<file path="src/rtl/core/mte_pkg.sv">
package mte_pkg;

    localparam int FIELD_BITS = 32;

    localparam logic [1:0] REQ_LOAD_A    = 2'd0;
    localparam logic [1:0] REQ_LOAD_B    = 2'd1;
    localparam logic [1:0] REQ_TRANSFORM = 2'd2;
    localparam logic [1:0] REQ_PRODUCT   = 2'd3;

    localparam logic RES_KIND_VECTOR = 1'b0;
    localparam logic RES_KIND_MATRIX = 1'b1;

    typedef struct packed {
        logic        [1:0]            req_type;
        logic        [1:0]            elem_row;
        logic        [1:0]            elem_col;
        logic signed [FIELD_BITS-1:0] elem_value;
        logic signed [FIELD_BITS-1:0] vec_x;
        logic signed [FIELD_BITS-1:0] vec_y;
        logic signed [FIELD_BITS-1:0] vec_z;
        logic signed [FIELD_BITS-1:0] vec_w;
    } req_t;

    typedef struct packed {
        logic signed [FIELD_BITS-1:0] res_x;
        logic signed [FIELD_BITS-1:0] res_y;
        logic signed [FIELD_BITS-1:0] res_z;
        logic signed [FIELD_BITS-1:0] res_w;
        logic        [1:0]            res_row;
        logic                         res_kind;
        logic                         res_saturated;
        logic                         res_last;
    } res_t;

endpackage

</file>
<file path="src/rtl/core/matrix4_transform_engine.sv">
// matrix4_transform_engine
// Signed fixed-point 4x4 matrix engine with stored matrices A and B.
// Request channel (req_valid/req_ready/req_data): load an element of A or
// B, transform a vector by A, or multiply A by B. Result channel
// (res_valid/res_ready/res_data): one result per transform, four per
// product (one per row, res_last on row 3). Loads give no result.
// Loads can be issued back to back.
// One shared multiplier (one product per cycle, registered) feeds an
// accumulator: each result needs 16 products, then a drain state that
// adds the last product and an emit state that registers the result;
// with no stalls the next request is taken on the cycle the last result
// transfers.
// req_ready is high only while the sequencer is idle.
// Each dot product is summed exactly, shifted right by FRAC_BITS (floor)
// and saturated to WORD_BITS, then sign-extended to 32 bits.
// Reset clears both matrices to zero and empties the result register.
// If the receiver stalls, a finished result waits in the output register
// and the sequencer holds before loading the next one; a new request can
// be taken while the last result of the previous one is still waiting.
module matrix4_transform_engine #(
    parameter int FRAC_BITS = 16,
    parameter int WORD_BITS = 32
) (
    input  logic          clk,
    input  logic          rst_n,
    input  logic          req_valid,
    output logic          req_ready,
    input  mte_pkg::req_t req_data,
    output logic          res_valid,
    input  logic          res_ready,
    output mte_pkg::res_t res_data
);
    import mte_pkg::*;

    localparam int PROD_W = 2 * WORD_BITS;
    localparam int ACC_W  = PROD_W + 2;
    localparam logic signed [ACC_W-1:0] SAT_MAX =
        ACC_W'((ACC_W'(1) << (WORD_BITS - 1)) - ACC_W'(1));
    localparam logic signed [ACC_W-1:0] SAT_MIN = ~SAT_MAX;

    localparam logic [1:0] ST_IDLE  = 2'd0;
    localparam logic [1:0] ST_RUN   = 2'd1;
    localparam logic [1:0] ST_DRAIN = 2'd2;
    localparam logic [1:0] ST_EMIT  = 2'd3;

    logic [1:0] state_reg, state_next;
    logic [1:0] grp_reg, grp_next;
    logic [3:0] cnt_reg, cnt_next;
    logic       kind_reg, kind_next;
    logic       sat_reg, sat_next;
    logic       res_valid_reg, res_valid_next;
    res_t       res_data_reg, res_data_next;

    logic signed [WORD_BITS-1:0] mat_a_reg [16];
    logic signed [WORD_BITS-1:0] mat_b_reg [16];
    logic signed [WORD_BITS-1:0] vec_reg [4];
    logic signed [WORD_BITS-1:0] vals_reg [4];

    logic                     p_vld_reg, p_vld_next;
    logic                     p_first_reg, p_last_reg;
    logic [1:0]               p_d_reg;
    logic signed [PROD_W-1:0] prod_reg;
    logic signed [ACC_W-1:0]  acc_reg;

    logic                    accept;
    logic                    issue;
    logic                    emit_go;
    logic                    emit_last;
    logic [1:0]              dot_idx;
    logic [1:0]              k_idx;
    logic [1:0]              a_row;
    logic signed [WORD_BITS-1:0] a_op;
    logic signed [WORD_BITS-1:0] b_op;
    logic signed [ACC_W-1:0] sum;
    logic signed [ACC_W-1:0] shifted;
    logic                    dot_sat;
    logic signed [WORD_BITS-1:0] dot_val;
    logic [3:0]              elem_idx;

    assign req_ready = (state_reg == ST_IDLE);
    assign accept    = req_valid && req_ready;
    assign issue     = (state_reg == ST_RUN);
    assign emit_go   = (state_reg == ST_EMIT) && (!res_valid_reg || res_ready);
    assign emit_last = (kind_reg == RES_KIND_VECTOR) || (grp_reg == 2'd3);
    assign dot_idx   = cnt_reg[3:2];
    assign k_idx     = cnt_reg[1:0];
    assign a_row     = (kind_reg == RES_KIND_MATRIX) ? grp_reg : dot_idx;
    assign a_op      = mat_a_reg[{a_row, k_idx}];
    assign b_op      = (kind_reg == RES_KIND_MATRIX) ? mat_b_reg[{k_idx, dot_idx}]
                                                     : vec_reg[k_idx];
    assign elem_idx  = {req_data.elem_row, req_data.elem_col};

    assign sum     = (p_first_reg ? ACC_W'(0) : acc_reg) + ACC_W'(prod_reg);
    assign shifted = sum >>> FRAC_BITS;

    always_comb
    begin
        dot_sat = 1'b0;
        dot_val = shifted[WORD_BITS-1:0];
        if (shifted > SAT_MAX)
        begin
            dot_sat = 1'b1;
            dot_val = SAT_MAX[WORD_BITS-1:0];
        end
        else if (shifted < SAT_MIN)
        begin
            dot_sat = 1'b1;
            dot_val = SAT_MIN[WORD_BITS-1:0];
        end
    end

    always_comb
    begin
        state_next     = state_reg;
        grp_next       = grp_reg;
        cnt_next       = cnt_reg;
        kind_next      = kind_reg;
        sat_next       = sat_reg;
        res_valid_next = res_valid_reg;
        res_data_next  = res_data_reg;
        p_vld_next     = issue;

        if (res_valid_reg && res_ready)
        begin
            res_valid_next = 1'b0;
        end

        if (p_vld_reg && p_last_reg && dot_sat)
        begin
            sat_next = 1'b1;
        end

        case (state_reg)
            ST_IDLE:
            begin
                if (accept && (req_data.req_type == REQ_TRANSFORM ||
                               req_data.req_type == REQ_PRODUCT))
                begin
                    state_next = ST_RUN;
                    grp_next   = 2'd0;
                    cnt_next   = 4'd0;
                    sat_next   = 1'b0;
                    kind_next  = (req_data.req_type == REQ_PRODUCT) ? RES_KIND_MATRIX
                                                                    : RES_KIND_VECTOR;
                end
            end
            ST_RUN:
            begin
                cnt_next = cnt_reg + 4'd1;
                if (cnt_reg == 4'd15)
                begin
                    state_next = ST_DRAIN;
                end
            end
            ST_DRAIN:
            begin
                state_next = ST_EMIT;
            end
            ST_EMIT:
            begin
                if (emit_go)
                begin
                    res_valid_next              = 1'b1;
                    res_data_next.res_x         = FIELD_BITS'(vals_reg[0]);
                    res_data_next.res_y         = FIELD_BITS'(vals_reg[1]);
                    res_data_next.res_z         = FIELD_BITS'(vals_reg[2]);
                    res_data_next.res_w         = FIELD_BITS'(vals_reg[3]);
                    res_data_next.res_row       = (kind_reg == RES_KIND_MATRIX) ? grp_reg
                                                                                : 2'd0;
                    res_data_next.res_kind      = kind_reg;
                    res_data_next.res_saturated = sat_reg;
                    res_data_next.res_last      = emit_last;
                    sat_next                    = 1'b0;
                    cnt_next                    = 4'd0;
                    if (emit_last)
                    begin
                        state_next = ST_IDLE;
                    end
                    else
                    begin
                        grp_next   = grp_reg + 2'd1;
                        state_next = ST_RUN;
                    end
                end
            end
            default:
            begin
                state_next = ST_IDLE;
            end
        endcase
    end

    always_ff @(posedge clk or negedge rst_n)
    begin
        if (!rst_n)
        begin
            state_reg     <= ST_IDLE;
            grp_reg       <= 2'd0;
            cnt_reg       <= 4'd0;
            kind_reg      <= RES_KIND_VECTOR;
            sat_reg       <= 1'b0;
            res_valid_reg <= 1'b0;
            p_vld_reg     <= 1'b0;
        end
        else
        begin
            state_reg     <= state_next;
            grp_reg       <= grp_next;
            cnt_reg       <= cnt_next;
            kind_reg      <= kind_next;
            sat_reg       <= sat_next;
            res_valid_reg <= res_valid_next;
            p_vld_reg     <= p_vld_next;
        end
    end

    // matrix store
    always_ff @(posedge clk or negedge rst_n)
    begin
        if (!rst_n)
        begin
            for (int i = 0; i < 16; i++)
            begin
                mat_a_reg[i] <= '0;
                mat_b_reg[i] <= '0;
            end
        end
        else if (accept)
        begin
            if (req_data.req_type == REQ_LOAD_A)
            begin
                mat_a_reg[elem_idx] <= req_data.elem_value[WORD_BITS-1:0];
            end
            else if (req_data.req_type == REQ_LOAD_B)
            begin
                mat_b_reg[elem_idx] <= req_data.elem_value[WORD_BITS-1:0];
            end
        end
    end

    // datapath: multiply stage, then accumulate stage
    always_ff @(posedge clk)
    begin
        res_data_reg <= res_data_next;
        if (accept && req_data.req_type == REQ_TRANSFORM)
        begin
            vec_reg[0] <= req_data.vec_x[WORD_BITS-1:0];
            vec_reg[1] <= req_data.vec_y[WORD_BITS-1:0];
            vec_reg[2] <= req_data.vec_z[WORD_BITS-1:0];
            vec_reg[3] <= req_data.vec_w[WORD_BITS-1:0];
        end
        if (issue)
        begin
            prod_reg    <= a_op * b_op;
            p_first_reg <= (k_idx == 2'd0);
            p_last_reg  <= (k_idx == 2'd3);
            p_d_reg     <= dot_idx;
        end
        if (p_vld_reg)
        begin
            acc_reg <= sum;
            if (p_last_reg)
            begin
                vals_reg[p_d_reg] <= dot_val;
            end
        end
    end

    assign res_valid = res_valid_reg;
    assign res_data  = res_data_reg;

    a_ready_pipe_empty: assert property (@(posedge clk) disable iff (!rst_n)
        req_ready |-> !p_vld_reg)
        else $error("request taken with products in flight");

    a_prod_in_run: assert property (@(posedge clk) disable iff (!rst_n)
        p_vld_reg |-> (state_reg == ST_RUN || state_reg == ST_DRAIN))
        else $error("product stage active outside run");

    a_vector_single: assert property (@(posedge clk) disable iff (!rst_n)
        (res_valid && res_data.res_kind == RES_KIND_VECTOR)
            |-> (res_data.res_row == 2'd0 && res_data.res_last))
        else $error("transform result not single and last");

    a_last_to_idle: assert property (@(posedge clk) disable iff (!rst_n)
        (emit_go && emit_last) |=> (state_reg == ST_IDLE && res_valid))
        else $error("last result did not return to idle");

endmodule
</file>
<file path="config.mk">
export PLATFORM = sky130hd
export DESIGN_NAME = matrix4_transform_engine
export DESIGN_NICKNAME = d
export VERILOG_FILES = /design/src/rtl/core/mte_pkg.sv /design/src/rtl/core/matrix4_transform_engine.sv
export SDC_FILE = /design/constraint.sdc
export NUM_CORES = 2
export LEC_CHECK = 0
export ABC_AREA = 1
export BUFFER_PORTS_ARGS = -buffer_cell sky130_fd_sc_hd__buf_2
export CORE_MARGIN = 2
export CORE_UTILIZATION = 42
export DETAILED_ROUTE_END_ITERATION = 6
export GPL_ROUTABILITY_DRIVEN = 0
export SLEW_MARGIN = 20
export SYNTH_ARGS = -nofsm -noshare
export SYNTH_HDL_FRONTEND = slang
export SYNTH_SLANG_ARGS = --single-unit
</file>
<file path="constraint.sdc">
create_clock -name clk -period 10.35 [get_ports clk]
set_clock_uncertainty 0.05 [all_clocks]
set_input_delay 0.5175 -clock clk [delete_from_list [all_inputs] [get_ports clk]]
set_output_delay 0.5175 -clock clk [all_outputs]
set_load 0.01 [all_outputs]
</file>
==> impl_summary.log <==
[metrics] result of the run: completed
[metrics] combinational family with the most area after synthesis: adder cells
[metrics] Non-Filler Cell Area, Final: 0.116 sq mm
[metrics] slowest cell on the critical path: sky130_fd_sc_hd__fa_1
[metrics] mux cell area share after synthesis: 0%
[metrics] clock insertion delay at the later pin of the skew report: 880 ps
[metrics] synthesized netlist cell count: 11.3k
[metrics] adder-cell share of the synthesized area: 24.0%
[metrics] GR met3 Demand/Resource: ~5.4%
[metrics] largest net degree at the start of global routing: 189
[metrics] total track usage: 26.9%
[metrics] DR iter-0 viols: 7872
[metrics] number of buffers created by CTS: between 150 and 200
[metrics] buffers plus inverters on the worst setup path: 8
[metrics] RSZ-0062 raised after global routing: yes
[metrics] GR Util met1: 34.7%
[metrics] Worst setup SP type: flip-flop
[metrics] sort of element at the end of the critical path: flip-flop
[metrics] cell taking the most area after synthesis: sky130_fd_sc_hd__dfrtp_1
[metrics] area inside the core boundary: approximately 0.25 sq mm
[metrics] vias in the first global route: 84.4k
[metrics] xor/xnor share of the synthesized area: between 1 and 1.5%
[metrics] Post-Synth Simple-Gate Area: 14.5%
[metrics] count of H-tree levels built during CTS: 4
[metrics] class of the tightest hold or removal check: primary input to flip-flop
[metrics] Max Cap Viol: 0
[metrics] GRT met2 Usage: 43.7%
[metrics] peak per-stage delay on the critical path: 670 ps
[metrics] layout-stage area growth over the synthesis result: 12.0%
[metrics] most frequently used flop master after synthesis: sky130_fd_sc_hd__dfrtp_1
[metrics] pins over their slew limit: 0
[metrics] sequential-to-total area share from yosys stat: 40.2%
[metrics] Fmax achieved: 0.0985 GHz
[metrics] drt via density: 5.50
[metrics] area of placed instances: approximately 0.11 sq mm
[metrics] total global routing overflow: 0
[metrics] synth top area cells: sky130_fd_sc_hd__dfrtp_1, sky130_fd_sc_hd__fa_1, sky130_fd_sc_hd__edfxtp_1
[metrics] routed length per instance: 22.6 microns
[metrics] wire length of the first global-routing pass: 515 mm
[metrics] FF+latch area: 0.0416 sq mm
[metrics] count of input and output buffers: 304
[metrics] Slew headroom: around 22%
[metrics] crit-path max FO: 56
[metrics] master cell of the clock root buffer: sky130_fd_sc_hd__clkbuf_16
[metrics] number of placement rows: approximately 180
[metrics] Worst-Margin Slew: 1170 ps
[metrics] drt total wl: 336 mm
[metrics] horizontal die dimension: about 500 microns
[metrics] yosys synthesis warning count: 0
[metrics] clock tree from TritonCTS: done
[metrics] number of endpoints with negative hold slack in the final report: 0
[metrics] critical path required time: between 10000 and 15000 ps
[metrics] DR vias: a little over 80k
[metrics] Detailed Routing Iterations Pass 1: 6
[metrics] category of cells accounting for the largest share of critical-path delay: adder cells
[metrics] Layout Nets: 13.0k
[metrics] asr flop ratio synth: 66.5%
[metrics] Critical Path AT: 10680 ps
[metrics] worst setup path category: flip-flop to flip-flop
[metrics] number of synthesized flops with an enable pin: about 520
[metrics] Final setup violation count: 0
[metrics] Post-DRT Antenna Nets: 0
[metrics] most crowded layer after global routing: met2
[metrics] total of flip-flops plus latches after synthesis: 1559
[metrics] estimated wirelength of the detail-placed design: ~240 mm
[metrics] fill cell count: 23.1k
[metrics] post-synthesis instance area: 0.103 sq mm
[metrics] complex-gate fraction of the synthesized area: approximately an eighth
[metrics] clock sink count: 1559
[metrics] total area of multi-input combinational cells: 0.0536 sq mm
[metrics] top cell type's share of synthesized area: around a quarter
[metrics] die span in y: 500 microns
[metrics] CTS clock-pin slew for the worst setup and hold paths: 70 ps
[metrics] effective utilization at floorplan: between 40% and 50%
[metrics] number of top-level design ports: 305
[metrics] die outline area: around 0.25 sq mm
[metrics] mean cell area of the mapped netlist: about 9 sq um
[metrics] post-synth cell types: 65
[metrics] remaining routing DRC violations: 0
[metrics] initial antenna violation count: 5
[metrics] final cycle utilization of the critical path: 98.1%
[metrics] Synthesized Nets: between 10k and 15k
[metrics] min cycle time layout: 10150 ps
[metrics] share of final-layout standard cells stronger than drive strength 1: 8.88%
[metrics] buffers from clock root to sink, at most: 3
## layout make-up
type / instances / area share, %
repair buffers: 727 / 4.62
well taps: 3220 / 3.48
inverters: 1518 / 4.95
clock inverters: 77 / 0.819
flip-flops and latches: 1559 / 35.9
clock buffers: 226 / 3.99
multi-input cells: 7552 / 46.2
diodes: 3 / 0.00648
## cell usage in the layout, fill, tap and decap left out, types with 27 or more instances in the layout
master / count
sky130_fd_sc_hd__nand2_2: 76
sky130_fd_sc_hd__buf_2: 303
sky130_fd_sc_hd__edfxtp_1: 523
sky130_fd_sc_hd__fa_1: 1083
sky130_fd_sc_hd__dlygate4sd3_1: 130
sky130_fd_sc_hd__clkinv_1: 27
sky130_fd_sc_hd__o21ai_0: 1609
sky130_fd_sc_hd__a22oi_1: 31
sky130_fd_sc_hd__a221oi_1: 84
sky130_fd_sc_hd__a21oi_1: 191
sky130_fd_sc_hd__ha_1: 255
sky130_fd_sc_hd__clkbuf_16: 167
sky130_fd_sc_hd__o22ai_1: 87
sky130_fd_sc_hd__clkbuf_1: 36
sky130_fd_sc_hd__o221ai_1: 75
sky130_fd_sc_hd__inv_1: 1458
sky130_fd_sc_hd__xnor2_1: 42
sky130_fd_sc_hd__dfrtp_1: 1031
sky130_fd_sc_hd__inv_2: 35
sky130_fd_sc_hd__nand3_1: 133
sky130_fd_sc_hd__nand4_1: 29
sky130_fd_sc_hd__nand2_1: 2344
sky130_fd_sc_hd__o211ai_1: 38
sky130_fd_sc_hd__buf_4: 267
sky130_fd_sc_hd__nor2_1: 1220
sky130_fd_sc_hd__xor2_1: 79
## Yosys cell counts (all sizes together), types with 7 or more instances
cell / instances
a21oi: 195
clkbuf: 441
o211ai: 38
o21a: 11
nor2: 1231
o221ai: 75
buf: 215
xor2: 79
inv: 1509
o21ai: 1634
a21o: 11
o21bai: 19
fa: 1083
ha: 256
a31oi: 14
nand4: 29
dfrtp: 1036
nand3: 138
o2111ai: 7
xnor2: 43
clkinv: 9
nand2: 2423
nor3: 21
a22oi: 31
edfxtp: 523
o22ai: 87
a221oi: 84
## worst register-to-register path, delay by kind of cell (launching register included)
kind / cells / cell delay [ps]
buf+inv: 8 / 1740
flops: 1 / 580
simple gates: 10 / 1620
xor+xnor: 1 / 340
compound gates: 5 / 970
fa+ha+maj: 9 / 4610
## cells by family after synthesis
kind of cell | Yosys count
buffers and inverters | 2174
and+or+nand+nor | 3861
AOI/OAI and AO/OA | 2230
DFF | 1559
adders and majority gates | 1339
xor gates and xnor gates | 122
## final timing paths
path	start	to	slack, ps	depth (start not counted)
worst max-delay path	cnt_reg[0]	prod_reg[51]	200	33
worst min-delay path	req_data[164]	vec_reg[3][9]	160	2
worst max register to register	cnt_reg[0]	prod_reg[51]	200	33
worst min register to register	vals_reg[3][13]	res_data[18]	340	0
max in group asynchronous	rst_n	mat_b_reg[32]	7680	4
min in group asynchronous	rst_n	mat_a_reg[420]	190	2
## layer usage
metal  vias to the layer above  wire length, microns
li1                      36300                     -
met1                     40800                133000
met2                      3938                157000
met3                       852                 29200
met4                         2                 17100
met5                         -                    11
## metrics by stage
step	worst slack (ps)	utilization (%)	hold WS, ps	std cells	setup TNS [ps]
finish	201	47.2	159	14900	0
global route	-81.3	47.2	152	14900	-81.5
CTS	29.8	47.2	105	14900	0
detailed placement	103	44.4	355	14400	0
global placement	188	44.4	350	14400	0
floorplan	1560	-	172	11300	0
## repair_timing
item,in CTS,in global routing
resized for setup,0,13
buffers inserted,0,5
hold buffers,130,0
hold endpoints to repair,215,0
endpoints found under the setup margin,0,11
Power is not shown: default switching activity piles up to over one toggle a cycle in this logic, so the estimate is an artifact.
